$ cat src/sv/lmn_pkg.sv
package lmn_pkg;

    localparam int MAX_NODES_DEF = 16;
    localparam logic [31:0] CLOCK_MAX = 32'hFFFF_FFFF;

    typedef enum logic [1:0] {
        CMD_LOCAL_REQ = 2'd0,
        CMD_MESSAGE   = 2'd1,
        CMD_CHECK     = 2'd2,
        CMD_NONE      = 2'd3
    } t_cmd;

    localparam logic [1:0] KIND_REQUEST = 2'd0;
    localparam logic [1:0] KIND_REPLY   = 2'd1;
    localparam logic [1:0] KIND_RELEASE = 2'd2;

    localparam logic [2:0] ACT_NONE     = 3'd0;
    localparam logic [2:0] ACT_BCAST    = 3'd1;
    localparam logic [2:0] ACT_REPLY    = 3'd2;
    localparam logic [2:0] ACT_ENTER    = 3'd3;
    localparam logic [2:0] ACT_BAD_REL  = 3'd4;
    localparam logic [2:0] ACT_OVERFLOW = 3'd5;

    localparam logic [1:0] ADDR_SELF_ID    = 2'd0;
    localparam logic [1:0] ADDR_NODE_COUNT = 2'd1;

    typedef enum logic [2:0] {
        ST_IDLE,
        ST_SCAN,
        ST_DECIDE,
        ST_POP,
        ST_OUT
    } t_state;

    // controller to datapath
    typedef struct packed {
        logic load;       // capture input beat, advance clock on request or message
        logic scan_start; // reset the head search
        logic scan_step;  // compare one entry
        logic decide;     // settle action and state
        logic pop;        // move last entry into head slot
        logic present;    // load output register
    } t_cmd_bus;

    // datapath to controller
    typedef struct packed {
        logic scan_done;
        logic need_pop;
    } t_stat_bus;

endpackage

$ cat src/sv/lmn_ctrl.sv
module lmn_ctrl
    import lmn_pkg::*;
(
    input  logic      i_clk,
    input  logic      i_rst_n,
    input  logic      i_in_beat,
    input  logic      i_out_free,
    input  t_stat_bus i_stat,
    output t_cmd_bus  o_cmd,
    output logic      o_busy
);
    t_state r_state, n_state;

    always_ff @(posedge i_clk) begin
        if (!i_rst_n) begin
            r_state <= ST_IDLE;
        end else begin
            r_state <= n_state;
        end
    end

    always_comb begin
        n_state = r_state;
        o_cmd   = '0;
        unique case (r_state)
            ST_IDLE: begin
                if (i_in_beat) begin
                    o_cmd.load       = 1'b1;
                    o_cmd.scan_start = 1'b1;
                    n_state          = ST_SCAN;
                end
            end
            ST_SCAN: begin
                if (i_stat.scan_done) begin
                    n_state = ST_DECIDE;
                end else begin
                    o_cmd.scan_step = 1'b1;
                end
            end
            ST_DECIDE: begin
                o_cmd.decide = 1'b1;
                n_state      = i_stat.need_pop ? ST_POP : ST_OUT;
            end
            ST_POP: begin
                o_cmd.pop = 1'b1;
                n_state   = ST_OUT;
            end
            ST_OUT: begin
                if (i_out_free) begin
                    o_cmd.present = 1'b1;
                    n_state       = ST_IDLE;
                end
            end
            default: n_state = ST_IDLE;
        endcase
    end

    assign o_busy = (r_state != ST_IDLE);
endmodule

$ cat src/sv/lmn_dp.sv
module lmn_dp
    import lmn_pkg::*;
#(
    parameter int MAX_NODES = MAX_NODES_DEF
) (
    input  logic        i_clk,
    input  logic        i_rst_n,
    input  t_cmd_bus    i_cmd,
    input  logic [1:0]  i_cmd_f,
    input  logic [1:0]  i_kind,
    input  logic [3:0]  i_sender,
    input  logic [31:0] i_stamp,
    input  logic [3:0]  i_self_id,
    input  logic [4:0]  i_node_count,
    output t_stat_bus   o_stat,
    output logic [2:0]  o_action,
    output logic [3:0]  o_dest,
    output logic [31:0] o_clock
);
    localparam int IW = $clog2(MAX_NODES);
    localparam int CW = $clog2(MAX_NODES + 1);

    logic [31:0] r_stamp_mem [MAX_NODES];
    logic [3:0]  r_id_mem    [MAX_NODES];

    logic [31:0]    r_clock;
    logic [CW-1:0]  r_count;
    logic [MAX_NODES-1:0] r_seen;
    logic [1:0]     r_cmd;
    logic [1:0]     r_kind;
    logic [3:0]     r_sender;
    logic [31:0]    r_stamp;
    logic           r_pushed;
    logic [CW-1:0]  r_idx;
    logic [IW-1:0]  r_best;
    logic [31:0]    r_bstamp;
    logic [3:0]     r_bid;
    logic [2:0]     r_act;
    logic [3:0]     r_dst;
    logic [31:0]    r_es;
    logic [3:0]     r_eid;
    logic [CW-1:0]  r_ecur;
    logic           r_rd_vld;

    logic [31:0] w_max;
    logic [31:0] w_inc;
    logic        w_full;
    logic [31:0] w_ps;
    logic [3:0]  w_pid;
    logic [CW-1:0] w_cnt_after;
    logic        w_better;
    logic [5:0]  w_ones;
    logic [5:0]  w_need;
    logic        w_has;
    logic        w_pop;

    function automatic logic [31:0] sat_inc(input logic [31:0] v);
        return (v == CLOCK_MAX) ? CLOCK_MAX : v + 32'd1;
    endfunction

    assign w_max  = (r_clock > i_stamp) ? r_clock : i_stamp;
    assign w_full = (r_count >= CW'(MAX_NODES));
    assign w_inc  = sat_inc(r_clock);

    // entry read during scan is registered and arrives in the cycle after its address
    assign w_better = (r_es < r_bstamp) || ((r_es == r_bstamp) && (r_eid < r_bid));
    assign o_stat.scan_done = (r_idx >= r_count) && !r_rd_vld;
    assign o_stat.need_pop  = w_pop;

    always_comb begin
        w_ones = '0;
        for (int k = 0; k < MAX_NODES; k++) begin
            w_ones = w_ones + 6'(r_seen[k]);
        end
    end
    assign w_need = (i_node_count == 5'd0) ? 6'd0 : 6'(i_node_count - 5'd1);
    assign w_has  = (r_count != '0);
    assign w_pop  = ((r_cmd == CMD_MESSAGE) && (r_kind == KIND_RELEASE) && w_has &&
                     (r_bid == r_sender)) ||
                    ((r_cmd == CMD_CHECK) && w_has && (r_bid == i_self_id) &&
                     (w_ones == w_need));

    always_comb begin
        w_ps  = i_stamp;
        w_pid = i_sender;
        if (i_cmd_f == CMD_LOCAL_REQ) begin
            w_ps  = w_inc;
            w_pid = i_self_id;
        end
    end
    assign w_cnt_after = r_count + CW'(1);

    always_ff @(posedge i_clk) begin
        if (!i_rst_n) begin
            r_clock <= '0;
            r_count <= '0;
            r_seen  <= '0;
        end else begin
            if (i_cmd.load) begin
                r_cmd    <= i_cmd_f;
                r_kind   <= i_kind;
                r_sender <= i_sender;
                r_stamp  <= i_stamp;
                r_pushed <= 1'b0;
                if (i_cmd_f == CMD_LOCAL_REQ) begin
                    r_clock <= w_inc;
                end else if (i_cmd_f == CMD_MESSAGE) begin
                    r_clock <= sat_inc(w_max);
                end
                // push now so the scan sees the new entry
                if (!w_full && ((i_cmd_f == CMD_LOCAL_REQ) ||
                    (i_cmd_f == CMD_MESSAGE && i_kind == KIND_REQUEST))) begin
                    r_stamp_mem[r_count[IW-1:0]] <= w_ps;
                    r_id_mem[r_count[IW-1:0]]    <= w_pid;
                    r_count  <= w_cnt_after;
                    r_pushed <= 1'b1;
                end
            end
            if (i_cmd.scan_start) begin
                r_idx    <= '0;
                r_rd_vld <= 1'b0;
                r_best   <= '0;
                r_bstamp <= CLOCK_MAX;
                r_bid    <= 4'hF;
            end else if (i_cmd.scan_step) begin
                // issue the read of one entry and compare the one read before
                r_es     <= r_stamp_mem[r_idx[IW-1:0]];
                r_eid    <= r_id_mem[r_idx[IW-1:0]];
                r_ecur   <= r_idx;
                r_rd_vld <= (r_idx < r_count);
                if (r_idx < r_count) begin
                    r_idx <= r_idx + CW'(1);
                end
                if (r_rd_vld && (r_ecur == '0 || w_better)) begin
                    r_best   <= r_ecur[IW-1:0];
                    r_bstamp <= r_es;
                    r_bid    <= r_eid;
                end
            end
            if (i_cmd.decide) begin
                r_act <= ACT_NONE;
                r_dst <= '0;
                unique case (r_cmd)
                    CMD_LOCAL_REQ: r_act <= r_pushed ? ACT_BCAST : ACT_OVERFLOW;
                    CMD_MESSAGE: begin
                        if (r_kind == KIND_REQUEST) begin
                            if (!r_pushed) begin
                                r_act <= ACT_OVERFLOW;
                            end else if (r_bid != i_self_id) begin
                                r_act <= ACT_REPLY;
                                r_dst <= r_sender;
                            end
                        end else if (r_kind == KIND_REPLY) begin
                            r_seen[r_sender] <= 1'b1;
                        end else if (r_kind == KIND_RELEASE) begin
                            if (!w_has || r_bid != r_sender) begin
                                r_act <= ACT_BAD_REL;
                            end
                        end
                    end
                    CMD_CHECK: begin
                        if (w_pop) begin
                            r_clock <= w_inc;
                            r_seen  <= '0;
                            r_act   <= ACT_ENTER;
                        end
                    end
                    default: r_act <= ACT_NONE;
                endcase
            end
            if (i_cmd.pop) begin
                r_stamp_mem[r_best] <= r_stamp_mem[r_count[IW-1:0] - IW'(1)];
                r_id_mem[r_best]    <= r_id_mem[r_count[IW-1:0] - IW'(1)];
                r_count <= r_count - CW'(1);
            end
        end
    end

    assign o_action = r_act;
    assign o_dest   = r_dst;
    assign o_clock  = r_clock;
endmodule

$ cat src/sv/lamport_mutex_node.sv
// One node of Lamport distributed mutual exclusion. Each input beat (local
// request, received message or check) yields exactly one result beat
// carrying the action, the reply destination and the logical clock after
// the step. The head of the request queue is found by a scan that reads
// one stored entry per cycle and compares it in the next cycle, and a
// pop adds the ST_POP state before the output. The result is held in an
// output register; the next beat is taken once it has been presented, and
// a result still waiting at the output holds the next one back.
// Configuration writes go through the APB port; the user must write them
// only while the node is idle, as the block does not enforce it;
// reads return self_id and node_count.
module lamport_mutex_node
    import lmn_pkg::*;
#(
    parameter int MAX_NODES = MAX_NODES_DEF
) (
    input  logic        i_clk,
    input  logic        i_rst_n,
    input  logic        psel,
    input  logic        penable,
    input  logic        pwrite,
    input  logic [2:0]  paddr,
    input  logic [31:0] pwdata,
    output logic [31:0] prdata,
    output logic        pready,
    input  logic        s_axis_tvalid,
    output logic        s_axis_tready,
    // [1:0] cmd, [3:2] msg_kind, [7:4] sender, [39:8] stamp
    input  logic [39:0] s_axis_tdata,
    output logic        m_axis_tvalid,
    input  logic        m_axis_tready,
    // [2:0] action, [6:3] dest, [38:7] clock_out, [39] zero
    output logic [39:0] m_axis_tdata
);
    logic [3:0]  r_self_id;
    logic [4:0]  r_node_count;
    logic        r_ovalid;
    logic [38:0] r_odata;
    logic        w_in_beat;
    logic        w_busy;
    logic [2:0]  w_act;
    logic [3:0]  w_dst;
    logic [31:0] w_clk;
    t_cmd_bus    w_cmd;
    t_stat_bus   w_stat;

    // configuration registers
    assign pready = 1'b1;
    always_ff @(posedge i_clk) begin
        if (!i_rst_n) begin
            r_self_id    <= '0;
            r_node_count <= 5'd2;
        end else if (psel && penable && pwrite) begin
            if (paddr[2] == ADDR_NODE_COUNT[0]) begin
                r_node_count <= pwdata[4:0];
            end else if (paddr[2] == ADDR_SELF_ID[0]) begin
                r_self_id <= pwdata[3:0];
            end
        end
    end
    assign prdata = paddr[2] ? {27'd0, r_node_count} : {28'd0, r_self_id};

    assign s_axis_tready = !w_busy;
    assign w_in_beat     = s_axis_tvalid && s_axis_tready;

    lmn_ctrl u_ctrl (
        .i_clk      (i_clk),
        .i_rst_n    (i_rst_n),
        .i_in_beat  (w_in_beat),
        .i_out_free (!r_ovalid || m_axis_tready),
        .i_stat     (w_stat),
        .o_cmd      (w_cmd),
        .o_busy     (w_busy)
    );

    lmn_dp #(.MAX_NODES(MAX_NODES)) u_dp (
        .i_clk        (i_clk),
        .i_rst_n      (i_rst_n),
        .i_cmd        (w_cmd),
        .i_cmd_f      (s_axis_tdata[1:0]),
        .i_kind       (s_axis_tdata[3:2]),
        .i_sender     (s_axis_tdata[7:4]),
        .i_stamp      (s_axis_tdata[39:8]),
        .i_self_id    (r_self_id),
        .i_node_count (r_node_count),
        .o_stat       (w_stat),
        .o_action     (w_act),
        .o_dest       (w_dst),
        .o_clock      (w_clk)
    );

    // hold the result beat until taken
    always_ff @(posedge i_clk) begin
        if (!i_rst_n) begin
            r_ovalid <= 1'b0;
        end else if (w_cmd.present) begin
            r_ovalid <= 1'b1;
            r_odata  <= {w_clk, w_dst, w_act};
        end else if (m_axis_tready) begin
            r_ovalid <= 1'b0;
        end
    end
    assign m_axis_tvalid = r_ovalid;
    assign m_axis_tdata  = {1'b0, r_odata};

    a_one_at_a_time: assert property (@(posedge i_clk) disable iff (!i_rst_n)
        w_in_beat |=> !s_axis_tready)
        else $error("beat accepted while busy");
    a_hold_result: assert property (@(posedge i_clk) disable iff (!i_rst_n)
        (m_axis_tvalid && !m_axis_tready) |=> (m_axis_tvalid && $stable(m_axis_tdata)))
        else $error("result dropped under stall");
    a_action_range: assert property (@(posedge i_clk) disable iff (!i_rst_n)
        m_axis_tvalid |-> (m_axis_tdata[2:0] <= ACT_OVERFLOW))
        else $error("bad action code");
endmodule
$ cat config.mk
export PLATFORM = sky130hd
export DESIGN_NAME = lamport_mutex_node
export DESIGN_NICKNAME = d
export VERILOG_FILES = /design/src/sv/lmn_pkg.sv /design/src/sv/lmn_ctrl.sv /design/src/sv/lmn_dp.sv /design/src/sv/lamport_mutex_node.sv
export SDC_FILE = /design/constraint.sdc
export NUM_CORES = 1
export LEC_CHECK = 0
export BUFFER_PORTS_ARGS = -buffer_cell sky130_fd_sc_hd__buf_4
export CAP_MARGIN = 25
export CORE_ASPECT_RATIO = 1.2
export CORE_MARGIN = 5
export CORE_UTILIZATION = 35
export DETAILED_ROUTE_END_ITERATION = 7
export GPL_ROUTABILITY_DRIVEN = 0
export SYNTH_ARGS = -nofsm -noshare
export SYNTH_HDL_FRONTEND = slang
export SYNTH_SLANG_ARGS = --single-unit
$ cat constraint.sdc
create_clock -name i_clk -period 9.1 [get_ports i_clk]
set_clock_uncertainty 0.05 [all_clocks]
set_input_delay 1.82 -clock i_clk [delete_from_list [all_inputs] [get_ports i_clk]]
set_output_delay 1.82 -clock i_clk [all_outputs]
set_load 0.005 [all_outputs]
==> run metrics <==
reg2reg path depth 20; Setup-failing EPs final 0; HP Class flip-flop to flip-flop; initial antenna violation count 5; hold depth 0; RSZ-0062 raised after global routing no; Largest delay share family, worst path simple AND/OR/NAND/NOR gates; drt total wl 111.7 mm; Setup Buffers After CTS 0; Max Cap Viol 0; Crit-path slowest cell mux2i_1; Synth Area in Simple Gates under 10%; final core utilization approximately 40%; cell depth of the worst setup path 17; Placement Rows between 100 and 150; post-CTS resize count 0; ANT nets after route 0; crit-path cells buf_4 > inv_1 > ha_1 > nand4_1 > nor4_1 > o21ai_0 > a41oi_1 > o21ai_4 > o21ai_0 > ha_1 > and3_1 > and3b_1 > nand4_1 > mux2i_1 > a311oi_1 > and3_1 > o32ai_1; Synth warnings 0; placed insts 4,095; Finished Layout Cells 4,247; count leader, synth edfxtp_1; vias in the first global route 25,720; final hold vios 0; Power per Cell Area ~200 mW/mm^2; H-tree levels 3; Max Freq approximately 140 MHz; count of cell types in the netlist 88; worst-skew pair later-pin latency around 0.67 ns; post-synthesis mux area share between 20% and 30%; main combinational cell family by area after synthesis multiplexers; final worst-path cycle share 77.16%; Gate Count Post-Synth between 2,000 and 3,000; Crit path largest cell delay 0.82 ns; Vias/cell approximately 5.8; post-synth top area cell edfxtp_1; Area Overhead vs Synth 13.63%; register bit total from synthesis between 700 and 800; largest net degree at the start of global routing roughly 150; port bufs just under 100; Synth Area in Adders under 10%; Post-CTS Hold Fix Bufs 0; CTS buffer count 80; total power 8800 uW; CP Data Required Time 9.63 ns; Slew HR 29.71%; asr flop ratio synth 0%; Compound-Gate Fraction of Synth Area under 10%; Die Wd 317.4 um; DP HPWL about 68 mm; setup TNS 0 ns; GRT Total Usage 18.35%; core footprint roughly 0.11 sq mm; synthesized area between 0.03 and 0.04 sq mm; crit-path max FO 12; Commonest cells post-synth 718 x edfxtp_1, 360 x mux4_2, 142 x nand2_1, 136 x nor2_1, 120 x a21oi_1; Die ar. about 0.12 sq mm; number of max-slew violations in the final report 0; routed length per placed instance 26.30 um; worst path arrival time 7.55 ns; EDFF count, synth a little over 700; top_reg_cell synth edfxtp_1; CTS Root Cell clkbuf_16; Bufs and invs on worst path 2; Post-Synth XOR/XNOR Area under 10%; fin crit period 7.022 ns; first-pass GRT wire length ~170 mm; I/O Pins roughly 160; Pleak between 0.01 and 0.015 uW; proportion of netlist area held by the largest area contributor 54.34%; top cells by area, synth edfxtp_1 54%, mux4_2 20%, dfxtp_1 3.3%, ha_1 2.7%, a21oi_1 1.5%; DR pass1 iterations 7; Nets approximately 2,900; clk sinks around 780; hold slack 0.3695 ns; Worst-Margin Slew about 1.1 ns; layout cells sized above 1 ~26%; initial core utilization a little over a third; Worst VDD drop 158.7 uV; sequential-to-total area share from yosys stat 57.67%; CTS tree built; post-synthesis average cell area between 15 and 20 sq um; Iter 0 DRT Violations about 2,400; crit end category flip-flop; Worst-path clk slew ~0.07 ns; Vias ~25,000; status complete, no violations; worst reg2reg setup slack slightly below 3 ns; CP Class input pin to flip-flop; startpoint types input pin; Die Height 378.8 um; CTS Buffer Depth 3; gr ovfl total 0; DRC viols 0
[cell usage in the layout (no fill, tap or decap), drive strengths merged, types with 10 or more instances in the layout]
| master | n |
|---|---|
| o211ai | 18 |
| a21oi | 121 |
| and2 | 22 |
| xnor2 | 66 |
| nor2 | 138 |
| mux2i | 24 |
| ha | 87 |
| nand2b | 42 |
| nand4 | 40 |
| dfxtp | 66 |
| a21o | 10 |
| inv | 121 |
| fa | 11 |
| nor3 | 36 |
| buf | 180 |
| a31oi | 25 |
| bufinv | 11 |
| nand3 | 55 |
| clkbuf | 92 |
| o21ai | 92 |
| o22ai | 12 |
| and3 | 24 |
| edfxtp | 718 |
| clkinv | 36 |
| mux4 | 360 |
| nand2 | 143 |
| conb | 29 |
| xor2 | 18 |
| nor4 | 14 |
[worst paths after layout]
check	startpoint	endpoint
hold reg to reg	u_dp.o_action[1]	r_odata[1]
setup reg to reg	u_dp.r_seen[0]	u_dp.o_clock[21]
setup / recovery	s_axis_tdata[39]	u_dp.o_clock[15]
hold / removal	u_dp.o_action[1]	r_odata[1]
[logic make-up (layout without fill, tap and decap cells)]
logic type | count (synthesis) | after routing
other | 2 | 30
flip-flops | 784 | 784
AND/OR/NAND/NOR | 563 | 563
adder cells (fa/ha/maj) | 98 | 98
buffers and inverters | 305 | 445
XOR/XNOR | 85 | 85
AO/OA/AOI/OAI | 344 | 344
multiplexers | 391 | 391
[where the power goes]
| part | switching (uW) | internal (uW) | leakage (uW) |
|---|---|---|---|
| clock | 1480 | 1960 | 0.00131 |
| combinational | 680 | 566 | 0.00651 |
| sequential | 76.7 | 4040 | 0.00704 |
| total | 2240 | 6560 | 0.0149 |
[metrics by stage]
step           area, sq um  worst slack [ns]
6_report             45090             2.078
5_1_grt              45080             1.705
4_1_cts              45020             2.111
3_5_place_dp         42280             1.425
3_3_place_gp         42170             1.447
2_1_floorplan        39780             3.199
[state kept, by name, summed over array words and instances, names as in the netlist, 5 cells and up]
signal	count
r_node_count	5
r_odata	39
u_dp.o_clock	32
u_dp.r_bstamp	32
u_dp.r_count	5
u_dp.r_ecur	5
u_dp.r_es	32
u_dp.r_id_mem	64
u_dp.r_idx	5
u_dp.r_seen	16
u_dp.r_stamp_mem	512
[area by class of cell]
cell class,count,area (sq um)
diodes,1,2.502
clock buffers,91,2043
clock inverters,54,691.9
fillers,10190,67750
inverters,119,446.7
multi-input cells,1510,15730
flip-flops and latches,784,22890
well taps,1507,1886
repair buffers,181,1399
[worst reg2reg max path: stages (launching register included)]
cell and delay, ns:
dfxtp_1 0.32, ha_1 0.28, inv_1 0.05, fa_1 0.48, inv_1 0.05, fa_1 0.47
fa_1 0.51, inv_1 0.05, fa_1 0.46, fa_1 0.38, inv_1 0.11, fa_1 0.46
xnor2_1 0.15, nor4_1 0.19, a31oi_1 0.09, a21oi_2 0.31, nand3_2 0.64, nand2_4 0.59
nor2_1 0.13, a21oi_1 0.15, a21bo_1 0.20
[metal layers]
layer  up-vias  GRT usage, %  part of all wire [%]
met3       259         3.227                   7.5
met1     12780         22.86                    38
li1      10430             -                     -
met2      1223         32.01                    51
met4         6         6.936                   3.4
met5         -             0                 0.039
Note: power is estimated with default switching activity, not from simulation.
